File: src/design/fppm_pkg.sv
// Package for the flow pulse period monitor.
// Holds widths, register indexes, reset values and the state and config structs.
// No dependencies.
package fppm_pkg;

  localparam int TickW   = 16;
  localparam int PeriodW = 32;
  localparam int DwellW  = 17;
  localparam int CfgW    = 16;
  localparam int CfgIdxW = 2;

  localparam logic [CfgIdxW-1:0] RegSlowThreshold = 2'd0;
  localparam logic [CfgIdxW-1:0] RegHysteresis    = 2'd1;
  localparam logic [CfgIdxW-1:0] RegDwellTicks    = 2'd2;

  localparam logic [CfgW-1:0] SlowThresholdRst = 16'd400;
  localparam logic [CfgW-1:0] HysteresisRst    = 16'd25;
  localparam logic [CfgW-1:0] DwellTicksRst    = 16'd1000;

  typedef struct packed {
    logic [CfgW-1:0] slow_threshold;
    logic [CfgW-1:0] hysteresis;
    logic [CfgW-1:0] dwell_ticks;
  } fppm_cfg_t;

  typedef struct packed {
    logic [TickW-1:0]   tick_count;
    logic               prev_level;
    logic [TickW-1:0]   last_edge_time;
    logic [PeriodW-1:0] since_pulse;
    logic [PeriodW-1:0] period;
    logic               flow_ok;
    logic [DwellW-1:0]  dwell_count;
  } fppm_state_t;

  localparam fppm_state_t StateRst = '{
    tick_count:     '0,
    prev_level:     1'b0,
    last_edge_time: '0,
    since_pulse:    '0,
    period:         '0,
    flow_ok:        1'b1,
    dwell_count:    '0
  };

endpackage

File: src/design/fppm_cfg.sv
// Configuration registers of the flow pulse period monitor.
// Depends on fppm_pkg for widths, indexes and reset values.
module fppm_cfg (
  input  logic                         clk,
  input  logic                         rst_n,
  input  logic                         cfg_we,
  input  logic [fppm_pkg::CfgIdxW-1:0] cfg_index,
  input  logic [fppm_pkg::CfgW-1:0]    cfg_wdata,
  output fppm_pkg::fppm_cfg_t          cfg
);
  import fppm_pkg::*;

  fppm_cfg_t cfg_r;

  always_ff @(posedge clk) begin
    if (!rst_n) begin
      cfg_r.slow_threshold <= SlowThresholdRst;
      cfg_r.hysteresis     <= HysteresisRst;
      cfg_r.dwell_ticks    <= DwellTicksRst;
    end else if (cfg_we) begin
      case (cfg_index)
        RegSlowThreshold: cfg_r.slow_threshold <= cfg_wdata;
        RegHysteresis:    cfg_r.hysteresis     <= cfg_wdata;
        RegDwellTicks:    cfg_r.dwell_ticks    <= cfg_wdata;
        default: ;
      endcase
    end
  end

  assign cfg = cfg_r;

endmodule

File: src/design/fppm_update.sv
// Next-state logic for one tick: edge detect, period, dropout stretch, dwell and flag.
// Depends on fppm_pkg for the state and config structs.
module fppm_update (
  input  fppm_pkg::fppm_state_t state,
  input  fppm_pkg::fppm_cfg_t   cfg,
  input  logic                  level,
  output fppm_pkg::fppm_state_t state_nxt
);
  import fppm_pkg::*;

  logic [TickW-1:0]   tick_inc;
  logic               rise;
  logic [PeriodW-1:0] since_inc;
  logic [PeriodW-1:0] period_new;
  logic [CfgW-1:0]    ok_level;
  logic               qualifies;
  logic [DwellW-1:0]  dwell_inc;
  logic               flip;

  always_comb begin
    tick_inc  = state.tick_count + 1'b1;
    rise      = level && !state.prev_level;
    since_inc = (&state.since_pulse) ? state.since_pulse : state.since_pulse + 1'b1;

    if (rise) begin
      period_new = {{(PeriodW-TickW){1'b0}}, tick_inc - state.last_edge_time};
    end else if (since_inc > state.period) begin
      period_new = since_inc;
    end else begin
      period_new = state.period;
    end

    ok_level = (cfg.hysteresis > cfg.slow_threshold) ? '0
             : cfg.slow_threshold - cfg.hysteresis;

    if (state.flow_ok) begin
      qualifies = period_new > {{(PeriodW-CfgW){1'b0}}, cfg.slow_threshold};
    end else begin
      qualifies = period_new < {{(PeriodW-CfgW){1'b0}}, ok_level};
    end

    dwell_inc = state.dwell_count + 1'b1;
    flip      = qualifies && (dwell_inc > {{(DwellW-CfgW){1'b0}}, cfg.dwell_ticks});

    state_nxt.tick_count     = tick_inc;
    state_nxt.prev_level     = level;
    state_nxt.last_edge_time = rise ? tick_inc : state.last_edge_time;
    state_nxt.since_pulse    = rise ? '0 : since_inc;
    state_nxt.period         = period_new;
    state_nxt.flow_ok        = flip ? !state.flow_ok : state.flow_ok;
    state_nxt.dwell_count    = (!qualifies || flip) ? '0 : dwell_inc;
  end

endmodule

File: src/design/flow_pulse_period_monitor_core.sv
// Top level of the flow pulse period monitor: input register, state, result register.
// Depends on fppm_pkg, fppm_cfg and fppm_update.
//
//   port group  direction  handshake           payload
//   in_         input      in_valid/in_stall   in_sensor_level
//   out_        output     out_valid/out_stall out_flow_ok, out_period_ms
//   cfg_        input      cfg_we              cfg_index, cfg_wdata
//
// One word per cycle sustained while out_stall is low; a word taken into the input register
// waits there until the update logic can advance, then its result is loaded into the
// result register and shows on out_.
// Reset (rst_n low, synchronous) empties both registers and restores state and
// registers to their defaults. While out_stall holds a result, at most one more word is
// taken into the input register; after that in_stall rises.
module flow_pulse_period_monitor_core (
  input  logic                         clk,
  input  logic                         rst_n,
  input  logic                         in_valid,
  output logic                         in_stall,
  input  logic                         in_sensor_level,
  output logic                         out_valid,
  input  logic                         out_stall,
  output logic                         out_flow_ok,
  output logic [fppm_pkg::PeriodW-1:0] out_period_ms,
  input  logic                         cfg_we,
  input  logic [fppm_pkg::CfgIdxW-1:0] cfg_index,
  input  logic [fppm_pkg::CfgW-1:0]    cfg_wdata
);
  import fppm_pkg::*;

  fppm_cfg_t   cfg;
  fppm_state_t state_r;
  fppm_state_t state_nxt;

  logic               in_valid_r;
  logic               in_level_r;
  logic               out_valid_r;
  logic               out_flow_ok_r;
  logic [PeriodW-1:0] out_period_r;
  logic               advance;

  fppm_cfg u_cfg (
    .clk       (clk),
    .rst_n     (rst_n),
    .cfg_we    (cfg_we),
    .cfg_index (cfg_index),
    .cfg_wdata (cfg_wdata),
    .cfg       (cfg)
  );

  fppm_update u_update (
    .state     (state_r),
    .cfg       (cfg),
    .level     (in_level_r),
    .state_nxt (state_nxt)
  );

  assign advance  = in_valid_r && (!out_valid_r || !out_stall);
  assign in_stall = in_valid_r && !advance;

  always_ff @(posedge clk) begin
    if (!rst_n) begin
      in_valid_r <= 1'b0;
    end else if (!in_stall) begin
      in_valid_r <= in_valid;
    end
  end

  always_ff @(posedge clk) begin
    if (!in_stall && in_valid) begin
      in_level_r <= in_sensor_level;
    end
  end

  always_ff @(posedge clk) begin
    if (!rst_n) begin
      state_r <= StateRst;
    end else if (advance) begin
      state_r <= state_nxt;
    end
  end

  always_ff @(posedge clk) begin
    if (!rst_n) begin
      out_valid_r <= 1'b0;
    end else if (advance) begin
      out_valid_r <= 1'b1;
    end else if (!out_stall) begin
      out_valid_r <= 1'b0;
    end
  end

  always_ff @(posedge clk) begin
    if (advance) begin
      out_flow_ok_r <= state_nxt.flow_ok;
      out_period_r  <= state_nxt.period;
    end
  end

  assign out_valid     = out_valid_r;
  assign out_flow_ok   = out_flow_ok_r;
  assign out_period_ms = out_period_r;

endmodule
File: config.mk
export PLATFORM = sky130hd
export DESIGN_NAME = flow_pulse_period_monitor_core
export DESIGN_NICKNAME = d
export VERILOG_FILES = /design/src/design/fppm_pkg.sv /design/src/design/fppm_cfg.sv /design/src/design/fppm_update.sv /design/src/design/flow_pulse_period_monitor_core.sv
export SDC_FILE = /design/constraint.sdc
export NUM_CORES = 1
export LEC_CHECK = 0
export ABC_AREA = 1
export BUFFER_PORTS_ARGS = -buffer_cell sky130_fd_sc_hd__buf_4
export CORE_MARGIN = 5
export CORE_UTILIZATION = 40
export CTS_BUF_LIST = sky130_fd_sc_hd__clkbuf_16
export CTS_CLUSTER_DIAMETER = 100
export DETAILED_ROUTE_END_ITERATION = 12
export PLACE_DENSITY_LB_ADDON = 0.25
export SLEW_MARGIN = 20
export SYNTH_ARGS = -nofsm -noshare
export SYNTH_HDL_FRONTEND = slang
export SYNTH_SLANG_ARGS = --single-unit
File: constraint.sdc
create_clock -name clk -period 12.9 [get_ports clk]
set_input_delay 0.645 -clock clk [delete_from_list [all_inputs] [get_ports clk]]
set_output_delay 0.645 -clock clk [all_outputs]
set_load 0.02 [all_outputs]
---- After elaboration in Yosys (flattened, before gate mapping) ----
Index checks and enable logic that the tools add are counted.
cells by class
  add/subtract/negate cells ............... 5
  $lt $le $gt $ge ......................... 5
  eq/ne operators ......................... 3
  mux-type cells .......................... 10
  reduce and logical (&&, ||, !) cells .... 20
operators with widths
  operator               number
  $mux 32                4
  $add 32x1->32 const B  1
  $gt 32x16->1           1
  $gt 32x32->1           1
  $lt 32x16->1           1
  $reduce_and 32->1      1
  $sub 16x16->16         2
  $add 17x1->17 const B  1
  $gt 17x16->1           1
  $mux 17                1
  $add 16x1->16 const B  1
  $gt 16x16->1           1
  $mux 16                1
  $reduce_and 2->1       4
  $logic_not 1->1        7
  $logic_and 1x1->1      5
  $mux 1                 4
  $eq 2x1->1 const B     1
  $eq 2x2->1 const B     1
  $logic_not 2->1        1
  $logic_or 1x1->1       2
  $ne 2x1->1 const B     1
word-level totals
  bits in registers ....................... 199
  input bits .............................. 24
  output and inout bits ................... 35
  word-level logic and storage cells ...... 58

---- Logic depth before layout (Yosys ltp) ----
  depth in word-level cells ............... 10
  gate-level depth with buffers ........... 43
  gate-level depth less buffers ........... 42

---- Cells and area by module ----
Synthesis repeated with hierarchy kept, for this count alone.
unflattened totals
  cell total of the unflattened synthesis .. 2258
  area total of the unflattened synthesis .. 14656.6 µm²
modules (own cells, without submodules)
  module                          instances  cells an instance  area each (µm²)  seq. area each (µm²)
  fppm_update                     1          1169               6456.2           0.0
  flow_pulse_period_monitor_core  1          799                6182.2           3363.2
  fppm_cfg                        1          290                2018.2           960.9

---- Worst setup path before layout ----
OpenSTA, ideal clock, no wires.
  path type ............................... reg-to-reg
  start point ............................. register state_r[52] in the netlist's numbering
  end point ............................... register out_flow_ok_r, in the netlist out_flow_ok (data pin)
  library setup time ...................... 0.255 ns
  arrival time ............................ 4.927 ns
  required time ........................... 12.645 ns
  path slack .............................. 7.719 ns
  cell stages (with the launch flop) ...... 36
  buffers on the path ..................... 2
  period minus slack after synthesis ...... 5.181 ns
  path through ............................ dfxtp_1 -> inv_2 -> nor3_4 -> nand2_1 -> nor2_1 -> nand2_1 -> or4_1 -> nand4_1 -> nor3_1 -> xor2_1 -> ha_1 -> nand2_1 -> nor3_2 -> nand2_1 -> nand2_1 -> nand2_1 -> nand2_2 -> nand2_1 -> inv_2 -> buf_2 -> buf_1 -> nand2_1 -> o211ai_1 -> nand2_1 -> inv_1 -> ha_1 -> a21oi_1 -> o21ai_0 -> nand3_1 -> a21oi_1 -> a211o_1 -> nor2_1 -> nand2_1 -> nand2_4 -> nand4_1 -> and2_1
RTL lines
  item                    line                                  source
  from (decl)             flow_pulse_period_monitor_core.sv:32  fppm_state_t state_r;
  from (signal assigned)  flow_pulse_period_monitor_core.sv:77  state_r <= StateRst;
  from (signal assigned)  flow_pulse_period_monitor_core.sv:79  state_r <= state_nxt;
  to (signal assigned)    flow_pulse_period_monitor_core.sv:95  out_flow_ok_r <= state_nxt.flow_ok;
  to (decl)               flow_pulse_period_monitor_core.sv:38  logic out_flow_ok_r;

==> reports/metrics.yaml <==
outcome:
  outcome: "complete, no violations"
placed_design:
  gp_congestion: 0.9726
  pre_cts_ws_ps: 6480
  dp_hpwl_microns: 25890
  numPortBuffers: 58
clock_tree:
  cts.hold.buffers_added: 0
  root_buffer: "clkbuf_16"
  path_clk_slew_ps: 70
  clock_path_buffers: 2
  cts_setup_buffers: 0
  cts_resized: 0
  clock-sinks: 199
  h-tree-depth: 4
  cts_tree: "yes"
  clock_latency_ps: 440
  numCtsBuffers: 17
synthesis:
  ys_warn_count: 0
  synth_cell_types: 55
  syn_area_sq_mm: 0.01255
  synth_seq_area_share: 0.3445
  ys.flop_type: "dfxtp_1"
  synth_edf_count: 34
  synth.avg_cell_area_sq_um: 7.124
  syn-num-nets: 1898
  synth_compound_area_frac: 0.1808
  ys_ff_latch: 199
  synth_mux_area_frac: 0.0007974
  synth_fa_ha_area_frac: 0.1128
  synth-async-reset-ratio: 0
  synthCells: 1762
  synth_top_family_by_area: "simple AND/OR/NAND/NOR gates"
  synthSimpleGateAreaFrac: 0.2237
  synth_area_leaders: "dfxtp_1, ha_1, nand2_1"
  synth_top_area_frac: 0.2631
  synth_xor_area_frac: 0.03279
  yosysTopAreaCell: "dfxtp_1"
timing:
  maxSlewHeadroom: 0.2250
  finalCritPeriodShare: 0.5029
  worst_pin_slew_ps: 1150
  fin_tns_setup_ps: 0
  hold_viol: 0
  max_freq_mhz: 154.2
  slew_violations: 0
  min_period_ps: 6487
  setup_viol: 0
  rsz0062_at_grt: "false"
  skew_ps: 11.95
  setup_ws_ps: 6413
layout:
  multi_input_area_sq_mm: 0.006925
  final_cell_mix: "nand2_1, inv_1, a21oi_1"
  fin_nets: 1924
  insertedDiodeCount: 0
  syn2layout_area_growth_pct: 10.85
  register_area_sq_mm: 0.004324
  fill_cells: 3163
  final_common_cell: "nand2_1"
  layout-drive-gt1-share: 0.08329
route:
  wl_per_cell_microns: 15.40
  routed_wl_microns: 33830
  antenna_left: 0
  first_iter_violations: 802
  drt_pre_antenna_iters: 5
  num_vias: 11230
  drc: 0
  routed_via_density: 5.113
grt:
  grt_first_pass_wirelength_microns: 54740
  grt.total_usage: 0.1907
  grt_pass1_vias: 10500
  grt_max_degree: 95
  antenna_found_initial: 2
  overflow: 0
setup_path:
  crit_slowest_cell: "or4_1"
  cpMostUsedCell: "nand2_1"
  required_ps: 13100
  start_kind: "register"
  cpPeakStageDelay_ps: 490
  crit_path_end_kind: "register"
  crit_arrival_ps: 6680
  path_max_fanout: 33
  crit_type: "register to register"
power:
  vdd_drop_max_mv: 0.09972
  power.leakage_nw: 6.564
  power_density_mw_per_mm2: 115.1
floorplanning:
  die_area_sq_mm: 0.03503
  num_rows: 64
  die_h_microns: 187.2
  pin_count: 59
  start_util: 0.4082
  design.core.area_sq_mm: 0.03075
  die_x_microns: 187.2
min_path:
  hp-class: "input pin to register"
job:
  cap_violations: 0
==> power breakdown <==
| part | total, mW | leakage, nW | internal (mW) | switching, mW |
|---|---|---|---|---|
| combinational | 0.379 | 4.59 | 0.132 | 0.247 |
| clock | 0.542 | 0.297 | 0.299 | 0.244 |
| sequential | 0.680 | 1.68 | 0.665 | 0.0149 |
| total | 1.60 | 6.56 | 1.10 | 0.505 |
==> cell usage after synthesis, types with 2 or more instances <==
| library cell | n |
|---|---|
| or2_1 | 2 |
| buf_2 | 6 |
| a211oi_1 | 7 |
| nor4_1 | 2 |
| o21a_1 | 2 |
| buf_1 | 3 |
| nand2_1 | 363 |
| clkbuf_1 | 51 |
| nor2_2 | 2 |
| a21oi_1 | 225 |
| nand4_1 | 36 |
| o21ai_0 | 137 |
| nor3_1 | 23 |
| o211ai_1 | 15 |
| nor2_1 | 106 |
| dfxtp_1 | 165 |
| edfxtp_1 | 34 |
| o21ai_1 | 4 |
| nor3b_1 | 2 |
| o21bai_1 | 7 |
| ha_1 | 110 |
| inv_2 | 10 |
| nand2_4 | 4 |
| nand2_2 | 4 |
| or2_2 | 14 |
| fa_1 | 2 |
| a21o_1 | 4 |
| a211o_1 | 2 |
| nor3_4 | 2 |
| xor2_1 | 32 |
| inv_1 | 269 |
| nand3_2 | 5 |
| buf_6 | 2 |
| and3_1 | 3 |
| xnor2_1 | 15 |
| nand3_1 | 65 |
| a31oi_1 | 6 |
| o211ai_2 | 4 |
==> final timing paths <==
kind              slack [ps]  cells after the start                      from                        to
setup / recovery        6410                     33  state_r[52]$_SDFFE_PN0P_     out_flow_ok$_DFFE_PP_
setup reg to reg        6410                     33  state_r[52]$_SDFFE_PN0P_     out_flow_ok$_DFFE_PP_
hold reg to reg          460                      2  state_r[16]$_SDFFE_PN0P_  state_r[16]$_SDFFE_PN0P_
hold / removal           380                      1           in_sensor_level      in_level_r$_DFFE_PP_
==> layout make-up <==
type	instances	share of cell area
Sequential cell	199	0.3107
Timing Repair Buffer	70	0.03776
Inverter	280	0.07553
Clock inverter	12	0.006743
Tap cell	396	0.03561
Multi-Input combinational cell	1220	0.4977
Clock buffer	20	0.03596
==> per-stage QoR <==
step                utilization  hold slack (ps)  power [mW]  cells  cell area (sq um)
detailed placement       0.4332            450.3       1.069   2165              13320
floorplan                     -            426.8      0.9587   1762              12550
finish                   0.4526            380.2       1.601   2197              13920
global route             0.4526            356.6       1.700   2197              13920
CTS                      0.4526            357.2       1.617   2197              13920
global placement         0.4332            441.2       1.063   2165              13320
==> registers in the layout, indices dropped and copies added (netlist names) <==
name	flops
in_level_r	1
in_valid_r	1
out_flow_ok	1
out_period_ms	32
out_valid	1
state_r	115
u_cfg.cfg	48
==> logic make-up (layout without fill, tap and decap cells) <==
group,Yosys count,after routing
AND/OR/NAND/NOR,640,640
flip-flops,199,199
buffers and inverters,343,382
adder cells (fa/ha/maj),112,112
multiplexers,1,1
XOR/XNOR,47,47
AO/OA/AOI/OAI,420,420
==> routing by layer <==
layer / share of wire / vias up / wire (microns) / track usage
met3: 0.044 / 38 / 1478 / 0.03322
li1: - / 5849 / - / -
met2: 0.45 / 212 / 15390 / 0.3099
met5: 0.00038 / - / 13 / 0
met1: 0.48 / 5133 / 16400 / 0.2632
met4: 0.016 / 2 / 549 / 0.05034
==> critical path, delay by kind of cell (launching register included) <==
family	cells	cell delay, ps
simple gates	18	2840
compound gates	9	1350
buf+inv	3	680
fa+ha+maj	2	610
flops	1	430
xor+xnor	1	280
Note: power is estimated with default switching activity, not from simulation.
